### config.mk
export PLATFORM = sky130hd
export DESIGN_NAME = velocity_fader_glide_engine_flat
export DESIGN_NICKNAME = d
export VERILOG_FILES = /design/src/rtl/core/fvg_pkg.sv /design/src/rtl/core/fvg_if.sv /design/src/rtl/core/fvg_div.sv /design/src/rtl/core/velocity_fader_glide_engine.sv /design/src/flat_wrapper.sv
export SDC_FILE = /design/constraint.sdc
export NUM_CORES = 2
export LEC_CHECK = 0
export BUFFER_PORTS_ARGS = -buffer_cell sky130_fd_sc_hd__buf_2
export CORE_ASPECT_RATIO = 0.5
export CORE_MARGIN = 10
export CORE_UTILIZATION = 60
export CTS_BUF_LIST = sky130_fd_sc_hd__clkbuf_8
export CTS_CLUSTER_SIZE = 14
export DETAILED_ROUTE_END_ITERATION = 7
export PLACE_DENSITY = 0.77
export SYNTH_ARGS = -nofsm -noshare
export SYNTH_HDL_FRONTEND = slang
export SYNTH_SLANG_ARGS = --single-unit
### constraint.sdc
create_clock -name clk -period 12.5 [get_ports clk]
set_input_delay 1.875 -clock clk [delete_from_list [all_inputs] [get_ports clk]]
set_output_delay 1.875 -clock clk [all_outputs]
set_load 0.01 [all_outputs]
### src/rtl/core/fvg_pkg.sv
// ----------------------------------------------------------------------------
// fvg_pkg
// Shared types, codes, stop tables, the LED bar and CC status functions of the
// fader glide engine.
// ----------------------------------------------------------------------------
package fvg_pkg;

  localparam int NUM_BANKS_C = 2;
  localparam int DIVIDEND_W  = 14;
  localparam int DIVISOR_W   = 11;

  // input item function codes
  localparam logic [1:0] FUNC_TICK = 2'd0;
  localparam logic [1:0] FUNC_PAD  = 2'd1;
  localparam logic [1:0] FUNC_MIDI = 2'd2;

  // configuration register indexes
  localparam logic [1:0] CFG_ACTIVE_BANK = 2'd0;
  localparam logic [1:0] CFG_PAN_MASK0   = 2'd1;
  localparam logic [1:0] CFG_PAN_MASK1   = 2'd2;

  localparam logic [3:0] MIDI_TYPE_CC   = 4'hB;
  localparam logic [7:0] CC_STATUS_BASE = 8'hB0;
  localparam logic [6:0] CC_NUMBER_BASE = 7'd21;
  localparam logic [3:0] PAD_EDGE_LO    = 4'd0;
  localparam logic [3:0] PAD_EDGE_HI    = 4'd9;

  // glide time = (GLIDE_BASE - GLIDE_SLOPE * velocity) / 7, taken as a multiply
  // by GLIDE_RECIP and a right shift by GLIDE_SHIFT; exact for every dividend
  // up to GLIDE_BASE
  localparam logic [DIVIDEND_W-1:0] GLIDE_BASE  = 14'd14110;
  localparam logic [DIVIDEND_W-1:0] GLIDE_SLOPE = 14'd110;
  localparam logic [14:0]           GLIDE_RECIP = 15'd18725;
  localparam int                    GLIDE_SHIFT = 17;

  localparam logic [6:0] LIN_STOPS [0:7] = '{7'd0, 7'd17, 7'd34, 7'd52,
                                             7'd70, 7'd89, 7'd108, 7'd127};
  localparam logic [6:0] PAN_STOPS [0:7] = '{7'd0, 7'd21, 7'd42, 7'd63,
                                             7'd64, 7'd85, 7'd106, 7'd127};

  typedef struct packed {
    logic                  start;
    logic [DIVIDEND_W-1:0] dividend;
    logic [DIVISOR_W-1:0]  divisor;
  } div_req_t;

  typedef struct packed {
    logic                  done;
    logic [DIVIDEND_W-1:0] quotient;
  } div_rsp_t;

  typedef struct packed {
    logic       send_cc;
    logic       cc_port;
    logic [7:0] cc_status;
    logic [6:0] cc_number;
    logic [6:0] cc_value;
    logic       has_bar;
    logic [2:0] bar_row;
    logic [7:0] bar_mask;
    logic       last;
  } out_rec_t;

  function automatic logic [7:0] bar_of(input logic [6:0] v, input logic pan);
    logic [7:0] m;
    m = '0;
    if (!pan) begin
      for (int x = 0; x < 8; x++) begin
        if (v >= LIN_STOPS[x] && v != 7'd0) m[x] = 1'b1;
      end
    end else if (v < PAN_STOPS[3]) begin
      for (int x = 0; x < 4; x++) begin
        if (v <= PAN_STOPS[x]) m[x] = 1'b1;
      end
    end else if (v > PAN_STOPS[4]) begin
      for (int x = 4; x < 8; x++) begin
        if (v >= PAN_STOPS[x]) m[x] = 1'b1;
      end
    end else begin
      m = 8'h18;
    end
    return m;
  endfunction

  function automatic logic [7:0] cc_status_of(input logic bank);
    return CC_STATUS_BASE + {6'd0, ~bank, 1'b0};
  endfunction

endpackage

### src/rtl/core/fvg_if.sv
// ----------------------------------------------------------------------------
// fvg_if
// Valid/ready channels of the fader glide engine: input items, result items
// and configuration writes.
// ----------------------------------------------------------------------------
interface fvg_in_if;
  logic       valid;
  logic       ready;
  logic [1:0] func;
  logic [3:0] pad_col;
  logic [3:0] pad_row;
  logic [6:0] key_number;
  logic [6:0] key_value;
  logic [1:0] in_port;
  logic [3:0] in_type;
  logic [3:0] in_channel;

  modport source (output valid, func, pad_col, pad_row, key_number, key_value,
                  in_port, in_type, in_channel, input ready);
  modport sink   (input valid, func, pad_col, pad_row, key_number, key_value,
                  in_port, in_type, in_channel, output ready);
endinterface

interface fvg_out_if;
  logic       valid;
  logic       ready;
  logic       send_cc;
  logic       cc_port;
  logic [7:0] cc_status;
  logic [6:0] cc_number;
  logic [6:0] cc_value;
  logic       has_bar;
  logic [2:0] bar_row;
  logic [7:0] bar_mask;
  logic       last;

  modport source (output valid, send_cc, cc_port, cc_status, cc_number, cc_value,
                  has_bar, bar_row, bar_mask, last, input ready);
  modport sink   (input valid, send_cc, cc_port, cc_status, cc_number, cc_value,
                  has_bar, bar_row, bar_mask, last, output ready);
endinterface

interface fvg_cfg_if;
  logic       valid;
  logic       ready;
  logic [1:0] index;
  logic [7:0] data;

  modport source (output valid, index, data, input ready);
  modport sink   (input valid, index, data, output ready);
endinterface

### src/rtl/core/fvg_div.sv
// ----------------------------------------------------------------------------
// fvg_div
// Shared restoring divider: one quotient bit per cycle, done pulses with the
// final quotient.
// ----------------------------------------------------------------------------
module fvg_div (
  input  logic              clk,
  input  logic              rst_n,
  input  fvg_pkg::div_req_t req,
  output fvg_pkg::div_rsp_t rsp
);
  import fvg_pkg::*;

  localparam logic [3:0] LAST_CNT = 4'(DIVIDEND_W - 1);

  logic                  busy_r;
  logic                  done_r;
  logic [3:0]            cnt_r;
  logic [DIVISOR_W-1:0]  dvs_r;
  logic [DIVISOR_W-1:0]  rem_r;
  logic [DIVIDEND_W-1:0] quo_r;
  logic [DIVISOR_W:0]    trial;
  logic [DIVISOR_W:0]    sub;
  logic                  ge;

  assign trial = {rem_r, quo_r[DIVIDEND_W-1]};
  assign sub   = trial - {1'b0, dvs_r};
  assign ge    = trial >= {1'b0, dvs_r};

  always_ff @(posedge clk) begin
    if (!rst_n) begin
      busy_r <= 1'b0;
      done_r <= 1'b0;
      cnt_r  <= '0;
    end else begin
      done_r <= !req.start && busy_r && (cnt_r == LAST_CNT);
      if (req.start) begin
        rem_r  <= '0;
        quo_r  <= req.dividend;
        dvs_r  <= req.divisor;
        cnt_r  <= '0;
        busy_r <= 1'b1;
      end else if (busy_r) begin
        // shift in one dividend bit, subtract when it fits
        rem_r <= ge ? sub[DIVISOR_W-1:0] : trial[DIVISOR_W-1:0];
        quo_r <= {quo_r[DIVIDEND_W-2:0], ge};
        if (cnt_r == LAST_CNT) begin
          busy_r <= 1'b0;
        end else begin
          cnt_r <= cnt_r + 4'd1;
        end
      end
    end
  end

  assign rsp.done     = done_r;
  assign rsp.quotient = quo_r;

endmodule

### src/rtl/core/velocity_fader_glide_engine.sv
// ----------------------------------------------------------------------------
// velocity_fader_glide_engine
// Two banks of faders with velocity-timed glides, pad echo and control-change
// follow; results carry a control change, an LED bar redraw or both.
// ----------------------------------------------------------------------------
//
//   channel   | dir | handshake         | payload
//   ----------+-----+-------------------+-------------------------------------
//   in_item   | in  | valid & ready     | func, pad, key, MIDI header fields
//   out_item  | out | valid & ready     | control change, LED bar, last
//   cfg_wr    | in  | valid & ready (=1)| register index, 8-bit data
//
// During a timer tick the sequencer visits one fader per cycle unless the scan
// stalls. A grid pad press that starts a glide waits on the shared divider,
// which forms the step period or step size; the glide time itself comes from
// one reciprocal multiply. Reset clears all fader state at once.
// A full output register stalls the scan only when a second result is ready.
// ----------------------------------------------------------------------------
module velocity_fader_glide_engine #(
  parameter int NUM_FADERS = 8
) (
  input logic       clk,
  input logic       rst_n,
  fvg_in_if.sink    in_item,
  fvg_out_if.source out_item,
  fvg_cfg_if.sink   cfg_wr
);
  import fvg_pkg::*;

  localparam int         FIW      = (NUM_FADERS > 1) ? $clog2(NUM_FADERS) : 1;
  localparam logic [2:0] LAST_Y   = 3'(NUM_FADERS - 1);
  localparam logic [3:0] NF_ROW   = 4'(NUM_FADERS);
  localparam logic [6:0] KEY_LAST = 7'(20 + NUM_FADERS);

  typedef enum logic [2:0] {
    S_IDLE, S_DECODE, S_SCAN, S_DIV_T, S_DIV_Q_START, S_DIV_Q, S_FLUSH
  } state_t;

  state_t state_r, state_nxt;

  // configuration
  logic       ab_r;
  logic [7:0] pan_r [NUM_BANKS_C];

  // per-bank, per-fader glide state
  logic [6:0]  fval_r [NUM_BANKS_C][NUM_FADERS];
  logic [6:0]  ftgt_r [NUM_BANKS_C][NUM_FADERS];
  logic [6:0]  fstp_r [NUM_BANKS_C][NUM_FADERS];
  logic [10:0] fper_r [NUM_BANKS_C][NUM_FADERS];
  logic [10:0] fte_r  [NUM_BANKS_C][NUM_FADERS];
  logic [7:0]  fdlt_r [NUM_BANKS_C][NUM_FADERS];

  // captured input item
  logic [1:0] func_r;
  logic [3:0] col_r, row_r;
  logic [6:0] key_r, kv_r;
  logic [1:0] port_r;
  logic [3:0] type_r, chan_r;

  // sequencer working registers
  logic [2:0]  fy_r;
  logic [6:0]  diff_r;
  logic        up_r;
  logic [10:0] t_r;
  logic [DIVIDEND_W-1:0] gdiv_r;
  logic [DIVIDEND_W+14:0] t_prod;

  // result path: pending result, then output register
  out_rec_t pend_r, out_r;
  logic     pend_v_r, out_v_r;

  div_req_t div_req;
  div_rsp_t div_rsp;

  fvg_div u_div (.clk(clk), .rst_n(rst_n), .req(div_req), .rsp(div_rsp));

  // current fader
  logic [FIW-1:0] fi;
  logic [6:0]     cur_val, cur_tgt, cur_stp;
  logic [10:0]    cur_per, cur_te;
  logic [7:0]     cur_dlt;
  logic           pan_bit;

  assign fi      = fy_r[FIW-1:0];
  assign cur_val = fval_r[ab_r][fi];
  assign cur_tgt = ftgt_r[ab_r][fi];
  assign cur_stp = fstp_r[ab_r][fi];
  assign cur_per = fper_r[ab_r][fi];
  assign cur_te  = fte_r[ab_r][fi];
  assign cur_dlt = fdlt_r[ab_r][fi];
  assign pan_bit = pan_r[ab_r][fy_r];

  // glide time: divide by seven through the reciprocal
  assign t_prod = {15'd0, gdiv_r} * {14'd0, GLIDE_RECIP};

  // tick step of the current fader
  logic [10:0] te_n;
  logic [6:0]  stp_n, val_n;
  logic        fire, out_free, scan_stall, scan_go, out_load;
  out_rec_t    scan_rec, pend_last;

  assign te_n  = cur_te + 11'd1;
  assign fire  = (cur_stp != 7'd0) && (te_n >= cur_per);
  assign stp_n = cur_stp - 7'd1;
  // snap to target on the last step
  assign val_n = (stp_n == 7'd0) ? cur_tgt : cur_val + cur_dlt[6:0];

  assign out_free   = !out_v_r || out_item.ready;
  assign scan_stall = fire && pend_v_r && !out_free;
  assign scan_go    = (state_r == S_SCAN) && !scan_stall;
  // output register takes a new item this cycle
  assign out_load   = (scan_go && fire && pend_v_r) ||
                      ((state_r == S_FLUSH) && pend_v_r && out_free);

  always_comb begin
    scan_rec           = '0;
    scan_rec.send_cc   = 1'b1;
    scan_rec.cc_port   = ab_r;
    scan_rec.cc_status = cc_status_of(ab_r);
    scan_rec.cc_number = CC_NUMBER_BASE + {4'd0, fy_r};
    scan_rec.cc_value  = val_n;
    scan_rec.has_bar   = 1'b1;
    scan_rec.bar_row   = fy_r;
    scan_rec.bar_mask  = bar_of(val_n, pan_bit);

    pend_last      = pend_r;
    pend_last.last = 1'b1;
  end

  // decode of a pad or MIDI item
  logic       pad_ign, pad_edge, pad_grid, midi_hit;
  logic [2:0] xx;
  logic [6:0] tgt, diff;
  logic       up;
  out_rec_t   echo_rec, resend_rec, midi_rec;

  assign pad_ign  = (key_r == 7'd0) || (col_r > PAD_EDGE_HI) || (row_r > PAD_EDGE_HI);
  assign pad_edge = (col_r == PAD_EDGE_LO) || (col_r == PAD_EDGE_HI) ||
                    (row_r == PAD_EDGE_LO) || (row_r == PAD_EDGE_HI);
  assign pad_grid = (kv_r != 7'd0) && (row_r <= NF_ROW);
  assign midi_hit = (port_r == {1'b0, ab_r}) && (type_r == MIDI_TYPE_CC) &&
                    (chan_r == {2'b00, ~ab_r, 1'b0}) &&
                    (key_r >= CC_NUMBER_BASE) && (key_r <= KEY_LAST);

  assign xx   = 3'(col_r - 4'd1);
  assign tgt  = pan_bit ? PAN_STOPS[xx] : LIN_STOPS[xx];
  assign up   = cur_val < tgt;
  assign diff = up ? tgt - cur_val : cur_val - tgt;

  always_comb begin
    echo_rec           = '0;
    echo_rec.send_cc   = 1'b1;
    echo_rec.cc_port   = ab_r;
    echo_rec.cc_status = cc_status_of(ab_r);
    echo_rec.cc_number = key_r;
    echo_rec.cc_value  = kv_r;

    resend_rec           = echo_rec;
    resend_rec.cc_number = CC_NUMBER_BASE + {4'd0, fy_r};
    resend_rec.cc_value  = cur_val;

    midi_rec          = '0;
    midi_rec.has_bar  = 1'b1;
    midi_rec.bar_row  = fy_r;
    midi_rec.bar_mask = bar_of(kv_r, pan_bit);
  end

  // divider request: step period or step size from the glide time
  logic t_ge;
  assign t_ge = t_r >= {4'd0, diff_r};

  always_comb begin
    div_req = '0;
    if (state_r == S_DIV_Q_START) begin
      div_req.start = 1'b1;
      if (t_ge) begin
        div_req.dividend = {3'd0, t_r};
        div_req.divisor  = {4'd0, diff_r};
      end else begin
        div_req.dividend = {7'd0, diff_r};
        div_req.divisor  = t_r;
      end
    end
  end

  // sequencer next state
  always_comb begin
    state_nxt = state_r;
    case (state_r)
      S_IDLE: begin
        if (in_item.valid) begin
          if (in_item.func == FUNC_TICK) state_nxt = S_SCAN;
          else if (in_item.func == FUNC_PAD || in_item.func == FUNC_MIDI)
            state_nxt = S_DECODE;
        end
      end
      S_DECODE: begin
        state_nxt = S_IDLE;
        if (func_r == FUNC_PAD) begin
          if (pad_ign) state_nxt = S_IDLE;
          else if (pad_edge) state_nxt = S_FLUSH;
          else if (pad_grid) state_nxt = (diff == 7'd0) ? S_FLUSH : S_DIV_T;
        end else if (midi_hit) begin
          state_nxt = S_FLUSH;
        end
      end
      S_SCAN: begin
        if (scan_go && fy_r == LAST_Y) state_nxt = S_FLUSH;
      end
      S_DIV_T: state_nxt = S_DIV_Q_START;
      S_DIV_Q_START: state_nxt = S_DIV_Q;
      S_DIV_Q: begin
        if (div_rsp.done) state_nxt = S_IDLE;
      end
      S_FLUSH: begin
        if (!pend_v_r || out_free) state_nxt = S_IDLE;
      end
      default: state_nxt = S_IDLE;
    endcase
  end

  assign in_item.ready = (state_r == S_IDLE);
  assign cfg_wr.ready  = 1'b1;

  // state, configuration and result registers
  always_ff @(posedge clk) begin
    if (!rst_n) begin
      state_r  <= S_IDLE;
      ab_r     <= 1'b0;
      pan_r[0] <= '0;
      pan_r[1] <= '0;
      pend_v_r <= 1'b0;
      out_v_r  <= 1'b0;
    end else begin
      state_r <= state_nxt;

      if (cfg_wr.valid) begin
        case (cfg_wr.index)
          CFG_ACTIVE_BANK: ab_r     <= cfg_wr.data[0];
          CFG_PAN_MASK0:   pan_r[0] <= cfg_wr.data;
          CFG_PAN_MASK1:   pan_r[1] <= cfg_wr.data;
          default: ;
        endcase
      end

      // drop the output item once taken, unless a new one replaces it
      if (out_v_r && out_item.ready && !out_load) out_v_r <= 1'b0;

      case (state_r)
        S_IDLE: begin
          if (in_item.valid) begin
            func_r <= in_item.func;
            col_r  <= in_item.pad_col;
            row_r  <= in_item.pad_row;
            key_r  <= in_item.key_number;
            kv_r   <= in_item.key_value;
            port_r <= in_item.in_port;
            type_r <= in_item.in_type;
            chan_r <= in_item.in_channel;
            if (in_item.func == FUNC_PAD) fy_r <= 3'(in_item.pad_row - 4'd1);
            else if (in_item.func == FUNC_MIDI)
              fy_r <= 3'(in_item.key_number - CC_NUMBER_BASE);
            else fy_r <= 3'd0;
          end
        end
        S_DECODE: begin
          diff_r <= diff;
          up_r   <= up;
          gdiv_r <= GLIDE_BASE - 14'(GLIDE_SLOPE * {7'd0, kv_r});
          if (func_r == FUNC_PAD) begin
            if (!pad_ign && pad_edge) begin
              pend_r   <= echo_rec;
              pend_v_r <= 1'b1;
            end else if (!pad_ign && pad_grid && diff == 7'd0) begin
              pend_r   <= resend_rec;
              pend_v_r <= 1'b1;
            end
          end else if (midi_hit) begin
            pend_r   <= midi_rec;
            pend_v_r <= 1'b1;
          end
        end
        S_SCAN: begin
          if (scan_go) begin
            fy_r <= fy_r + 3'd1;
            if (fire) begin
              // hold the new result; push the previous one as not last
              pend_r   <= scan_rec;
              pend_v_r <= 1'b1;
              if (pend_v_r) begin
                out_r   <= pend_r;
                out_v_r <= 1'b1;
              end
            end
          end
        end
        S_DIV_T: begin
          t_r <= t_prod[GLIDE_SHIFT +: 11];
        end
        S_FLUSH: begin
          if (pend_v_r && out_free) begin
            out_r    <= pend_last;
            out_v_r  <= 1'b1;
            pend_v_r <= 1'b0;
          end
        end
        default: ;
      endcase
    end
  end

  // fader state updates
  always_ff @(posedge clk) begin
    if (!rst_n) begin
      for (int b = 0; b < NUM_BANKS_C; b++) begin
        for (int f = 0; f < NUM_FADERS; f++) begin
          fval_r[b][f] <= '0;
          ftgt_r[b][f] <= '0;
          fstp_r[b][f] <= '0;
          fper_r[b][f] <= '0;
          fte_r[b][f]  <= '0;
          fdlt_r[b][f] <= '0;
        end
      end
    end else begin
      if (scan_go && cur_stp != 7'd0) begin
        fte_r[ab_r][fi] <= fire ? 11'd0 : te_n;
        if (fire) begin
          fval_r[ab_r][fi] <= val_n;
          fstp_r[ab_r][fi] <= stp_n;
        end
      end
      if (state_r == S_DECODE) begin
        if (func_r == FUNC_PAD && !pad_ign && !pad_edge && pad_grid) begin
          ftgt_r[ab_r][fi] <= tgt;
          fte_r[ab_r][fi]  <= 11'd0;
        end else if (func_r == FUNC_MIDI && midi_hit) begin
          fstp_r[ab_r][fi] <= 7'd0;
          fval_r[ab_r][fi] <= kv_r;
        end
      end
      if (state_r == S_DIV_Q && div_rsp.done) begin
        if (t_ge) begin
          // one count per step, stepping every t/diff ticks
          fper_r[ab_r][fi] <= div_rsp.quotient[10:0];
          fstp_r[ab_r][fi] <= diff_r;
          fdlt_r[ab_r][fi] <= up_r ? 8'd1 : 8'hFF;
        end else begin
          // larger steps every tick
          fper_r[ab_r][fi] <= 11'd1;
          fstp_r[ab_r][fi] <= t_r[6:0];
          fdlt_r[ab_r][fi] <= up_r ? div_rsp.quotient[7:0] : 8'd0 - div_rsp.quotient[7:0];
        end
      end
    end
  end

  assign out_item.valid     = out_v_r;
  assign out_item.send_cc   = out_r.send_cc;
  assign out_item.cc_port   = out_r.cc_port;
  assign out_item.cc_status = out_r.cc_status;
  assign out_item.cc_number = out_r.cc_number;
  assign out_item.cc_value  = out_r.cc_value;
  assign out_item.has_bar   = out_r.has_bar;
  assign out_item.bar_row   = out_r.bar_row;
  assign out_item.bar_mask  = out_r.bar_mask;
  assign out_item.last      = out_r.last;

  // accepting an item implies no result is left pending
  a_idle_no_pend: assert property (@(posedge clk) disable iff (!rst_n)
    in_item.ready |-> !pend_v_r) else $error("pending result at idle");

  // a running glide always has a nonzero step period
  a_glide_period: assert property (@(posedge clk) disable iff (!rst_n)
    (state_r == S_SCAN && cur_stp != 7'd0) |-> cur_per != 11'd0)
    else $error("running glide with zero period");

  // divider completes only while the sequencer waits on it
  a_div_done: assert property (@(posedge clk) disable iff (!rst_n)
    div_rsp.done |-> (state_r == S_DIV_Q))
    else $error("unexpected divider completion");

  // a scan result with a bar always sends its control change
  a_scan_cc: assert property (@(posedge clk) disable iff (!rst_n)
    (scan_go && fire) |=> (pend_v_r && pend_r.send_cc && pend_r.has_bar))
    else $error("tick result lost its fields");

endmodule

### src/flat_wrapper.sv
// flat-port wrapper written by rule: the top's interface ports become plain ports
module velocity_fader_glide_engine_flat import fvg_pkg::*;
#(
  parameter int NUM_FADERS = 8
)
  (clk, rst_n, in_item_valid, in_item_func, in_item_pad_col, in_item_pad_row, in_item_key_number, in_item_key_value, in_item_in_port, in_item_in_type, in_item_in_channel, in_item_ready, out_item_valid, out_item_send_cc, out_item_cc_port, out_item_cc_status, out_item_cc_number, out_item_cc_value, out_item_has_bar, out_item_bar_row, out_item_bar_mask, out_item_last, out_item_ready, cfg_wr_valid, cfg_wr_index, cfg_wr_data, cfg_wr_ready);
  fvg_in_if in_item_i ();
  fvg_out_if out_item_i ();
  fvg_cfg_if cfg_wr_i ();
  input logic clk;
  input logic rst_n;
  input wire logic [$bits(in_item_i.valid)-1:0] in_item_valid;
  input wire logic [$bits(in_item_i.func)-1:0] in_item_func;
  input wire logic [$bits(in_item_i.pad_col)-1:0] in_item_pad_col;
  input wire logic [$bits(in_item_i.pad_row)-1:0] in_item_pad_row;
  input wire logic [$bits(in_item_i.key_number)-1:0] in_item_key_number;
  input wire logic [$bits(in_item_i.key_value)-1:0] in_item_key_value;
  input wire logic [$bits(in_item_i.in_port)-1:0] in_item_in_port;
  input wire logic [$bits(in_item_i.in_type)-1:0] in_item_in_type;
  input wire logic [$bits(in_item_i.in_channel)-1:0] in_item_in_channel;
  output wire logic [$bits(in_item_i.ready)-1:0] in_item_ready;
  output wire logic [$bits(out_item_i.valid)-1:0] out_item_valid;
  output wire logic [$bits(out_item_i.send_cc)-1:0] out_item_send_cc;
  output wire logic [$bits(out_item_i.cc_port)-1:0] out_item_cc_port;
  output wire logic [$bits(out_item_i.cc_status)-1:0] out_item_cc_status;
  output wire logic [$bits(out_item_i.cc_number)-1:0] out_item_cc_number;
  output wire logic [$bits(out_item_i.cc_value)-1:0] out_item_cc_value;
  output wire logic [$bits(out_item_i.has_bar)-1:0] out_item_has_bar;
  output wire logic [$bits(out_item_i.bar_row)-1:0] out_item_bar_row;
  output wire logic [$bits(out_item_i.bar_mask)-1:0] out_item_bar_mask;
  output wire logic [$bits(out_item_i.last)-1:0] out_item_last;
  input wire logic [$bits(out_item_i.ready)-1:0] out_item_ready;
  input wire logic [$bits(cfg_wr_i.valid)-1:0] cfg_wr_valid;
  input wire logic [$bits(cfg_wr_i.index)-1:0] cfg_wr_index;
  input wire logic [$bits(cfg_wr_i.data)-1:0] cfg_wr_data;
  output wire logic [$bits(cfg_wr_i.ready)-1:0] cfg_wr_ready;
  assign in_item_i.valid = in_item_valid;
  assign in_item_i.func = in_item_func;
  assign in_item_i.pad_col = in_item_pad_col;
  assign in_item_i.pad_row = in_item_pad_row;
  assign in_item_i.key_number = in_item_key_number;
  assign in_item_i.key_value = in_item_key_value;
  assign in_item_i.in_port = in_item_in_port;
  assign in_item_i.in_type = in_item_in_type;
  assign in_item_i.in_channel = in_item_in_channel;
  assign in_item_ready = in_item_i.ready;
  assign out_item_valid = out_item_i.valid;
  assign out_item_send_cc = out_item_i.send_cc;
  assign out_item_cc_port = out_item_i.cc_port;
  assign out_item_cc_status = out_item_i.cc_status;
  assign out_item_cc_number = out_item_i.cc_number;
  assign out_item_cc_value = out_item_i.cc_value;
  assign out_item_has_bar = out_item_i.has_bar;
  assign out_item_bar_row = out_item_i.bar_row;
  assign out_item_bar_mask = out_item_i.bar_mask;
  assign out_item_last = out_item_i.last;
  assign out_item_i.ready = out_item_ready;
  assign cfg_wr_i.valid = cfg_wr_valid;
  assign cfg_wr_i.index = cfg_wr_index;
  assign cfg_wr_i.data = cfg_wr_data;
  assign cfg_wr_ready = cfg_wr_i.ready;
  velocity_fader_glide_engine #(.NUM_FADERS(NUM_FADERS)) u_core (.clk(clk), .rst_n(rst_n), .in_item(in_item_i), .out_item(out_item_i), .cfg_wr(cfg_wr_i));
endmodule
==> summary.txt <==
Outcome
  – Status: finished, violations left
  – Violated checks: design-rule violations, max-capacitance violations, max-slew violations

Synth
  – Mapped Cells: around 4.0k
  – Sequential area share after synthesis: approximately 58%
  – Post-synth EDFFs: 980
  – Synthesized area per cell: ~13 sq um
  – Ys Warns: 0
  – Mapped Area: 51100 sq um
  – Seq cells post-synth: roughly 990
  – Synth async-reset ratio: 0%
  – Post-synth cell types: 90
  – Synth Flop Type: edfxtp_1

STA
  – Setup_tns: 0 ns
  – Fin Hold WS: between 0.4 and 0.5 ns
  – Hold Fails Final Rpt: 0
  – Least-Margin Pin Slew: approximately 1.6 ns
  – RSZ-0062 raised after global routing: no
  – Final Skew: around 0.052 ns
  – Maximum clock frequency: 127 MHz
  – Part of the cycle the worst path needs: roughly 63%
  – Slew Limit Fails: 5
  – Fin worst setup slack: around 4.6 ns
  – Final setup viols: 0
  – Minimum clock period: 7.85 ns
  – Rel. slew slack: -6.84%

Clock network
  – Post-CTS Hold Buffers: 0
  – Clock Sinks: 993
  – Clk Latency, worst-skew pair: roughly 0.87 ns
  – CTS resizes: 0
  – CTS tree: built
  – CTS buffer count: 140
  – Clock Path Buffers: 3
  – CTS H-tree lvls: 4
  – Post-CTS Repair Setup Buffers: 0
  – Root buf cell: clkbuf_8
  – Clock transition at path regs: roughly 0.070 ns

Worst setup path
  – Crit path max fanout: 76
  – Worst Path Arrival: approximately 8.4 ns
  – CP endpoint kind: flop
  – Crit start category: flop
  – Kind of critical path: flop to flop
  – CP required: roughly 13 ns

Placed design
  – IO buf count: 83
  – Cell area after placement: about 52000 sq um
  – # placed instances: 5052
  – Placer Congestion: 0.992
  – HPWL after detailed placement: ~100 mm
  – Setup Slack @ Placement: slightly below 5 ns

Floorplanning
  – Die ar.: about 98000 sq um
  – Core Box Area: 84100 sq um
  – Chip width: 433 um
  – Row cnt: 75
  – Top Ports: between 80 and 90
  – Initial Util: roughly 61%
  – DIE HEIGHT: 226 um

Finish
  – Footprint of the multi-input gates: just under 20000 sq um
  – Layout cells sized above 1: 13.9%
  – Non-filler cells, final: about 5.3k
  – Final instance area: 55100 sq um
  – Syn-to-layout area delta: 7.88%
  – Nets: 4370
  – Filler cells: between 6k and 7k
  – Sequential Area: approximately 30000 sq um
  – Final Util: 65.5%

Pwr
  – Peak supply drop: ~0.23 mV
  – PnR Total Power: approximately 10 mW
  – Cell Pwr Density: ~180 nW/um^2
  – Leakage power: between 20 and 25 nW

Global route
  – Largest net degree at the start of global routing: just under 100
  – Vias in the first global route: 35.0k
  – Gr ovfl total: 0
  – Initial antenna violation count: 10
  – First-pass GRT wire length: around 220 mm
  – Total GRT Usage: between 30% and 40%

Run
  – Max capacitance violation total: 2

Route
  – # DRC: 8
  – Iter 0 DRT Violations: about 5.8k
  – Detailed Route WL: 151 mm
  – Drt wl/cell: ~28 um
  – Post-DRT Antenna Nets: 0
  – TritonRoute pass-1 iters: 8
  – Routed vias/inst: approximately 6.8
  – Via count: between 30k and 40k

Worst hold path
  – Worst Hold Class: flop to flop
  – Hold_sp: u_core.pend_last[3]
==> cells in the mapped netlist (12+ instances only) <==
master    count  share of area [%]
xor2_1       30               0.51
o21ai_0     118                1.2
buf_6        13               0.29
dfxtp_1      13               0.51
inv_1       158                1.2
mux2_2       31               0.68
nor3_1      103                1.0
nand2b_1     17               0.21
a31oi_1      51               0.62
buf_2        42               0.41
or3_1        12               0.15
o31ai_1      12               0.18
a211oi_1     36               0.53
ha_1        201                4.9
buf_4        24               0.35
nand2_1     230                1.7
buf_1        27               0.20
clkbuf_1    169                1.2
xnor2_1      38               0.65
nor2_1      581                4.3
mux2i_1     191                3.7
o22ai_1      83                1.0
fa_1         42                1.6
a21o_1       39               0.57
edfxtp_1    980                 58
mux4_2      138                6.1
a311oi_1     31               0.53
a21oi_1     163                1.6
a22oi_1      38               0.56
nand3_1      27               0.26
and3_1       23               0.28
nor2b_1      23               0.28
nand4_1      13               0.16
and2_1      173                2.1
==> path summary, 6_finish.rpt <==
check / endpoint / slack [ns] / depth (start not counted)
hold reg to reg: u_core.out_item.bar_mask[2] / 0.41 / 0
setup / recovery: u_core.fstp_r[0][24] / 4.65 / 20
hold / removal: u_core.out_item.bar_mask[2] / 0.41 / 0
setup reg to reg: u_core.fstp_r[0][24] / 4.65 / 20
==> cell families after synthesis <==
kind of cell             count (synthesis)  synth area share [%]
AND/OR/NAND/NOR                       1252                  11.3
flip-flops                             993                  58.1
AO/OA/AOI/OAI                          669                  8.47
buffers and inverters                  438                  3.69
multiplexers                           364                  10.6
adder cells (fa/ha/maj)                243                  6.57
XOR/XNOR                                69                  1.21
other                                    2                0.0147
==> final cells by class <==
type                       instances  share of cell area (%)
clock inverter                    90                   0.911
clock buffer                     153                    3.82
sequential                       993                    53.9
multi-input combinational       2606                    35.6
antenna                           10                  0.0454
inverter                         163                    1.11
tap                             1116                    2.53
timing repair buffer             174                    2.04
==> critical path, cell delays in order, from the launching register on <==
cell       delay, ns
dfxtp_4         0.88
buf_12          0.49
mux4_2          0.64
mux2_2          0.30
a221oi_1        0.31
inv_1           0.13
ha_1            0.27
nand2_1         0.12
xnor2_1         0.18
ha_1            0.28
o21a_1          0.19
o2111ai_1       0.21
o21ai_0         0.15
a21oi_1         0.73
nor4_2          0.13
buf_4           0.25
nor2_4          0.11
buf_4           0.53
nand2_1         0.69
nand2_1         0.48
nand2_1         0.28
==> per-layer routing <==
| metal | GRT usage [%] | up-vias | wire (um) | share of wire (%) |
|---|---|---|---|---|
| met5 | 0 | - | 23 | 0.015 |
| met4 | 13.3 | 4 | 6490 | 4.3 |
| met3 | 12.2 | 488 | 24900 | 17 |
| met2 | 44.6 | 2810 | 65600 | 43 |
| met1 | 40.2 | 17600 | 54000 | 36 |
| li1 | - | 15100 | - | - |
==> power breakdown <==
part	switching [mW]	leakage, nW	internal (mW)
clock	1.30	1.45	1.19
combinational	2.16	9.08	1.26
sequential	0.102	9.91	3.93
==> flip-flops by register name (all words and copies together) (netlist names), 7 cells and up, named ones only <==
signal and cells:
u_core.fper_r 176, u_core.gdiv_r 13, u_core.u_div.quo_r 14, u_core.fte_r 176, u_core.kv_r 7, u_core.fdlt_r 112, u_core.key_r 7, u_core.fval_r 112
u_core.fstp_r 112, u_core.out_item.bar_mask 8, u_core.pan_r 16, u_core.u_div.dvs_r 11, u_core.ftgt_r 112, u_core.out_item.cc_number 7, u_core.out_item.cc_value 7, u_core.diff_r 7
u_core.u_div.rem_r 11, u_core.t_r 11, u_core.pend_last 29
==> cells in the final DEF, fill, tap and decap left out, drive strengths merged, types with 11 or more instances in the layout <==
master	synthesis	final
edfxtp	980	980
nor2	582	582
nand2	230	230
inv	161	202
ha	201	201
mux2i	193	193
and2	174	174
buf	106	174
a21oi	163	163
clkbuf	169	153
mux4	138	138
o21ai	125	125
nor3	104	104
o22ai	83	83
a31oi	51	51
fa	42	42
clkinv	2	40
a21o	39	39
xnor2	38	38
a22oi	38	38
a211oi	38	38
mux2	33	33
a311oi	31	31
xor2	30	30
nand3	27	27
nor2b	23	23
and3	23	23
nand2b	17	17
nand4	13	13
dfxtp	13	13
o31ai	13	13
or3	12	12
a221oi	11	11
a221o	11	11
or2	11	11
nor4	11	11
Power figures use the tool's default switching activity.
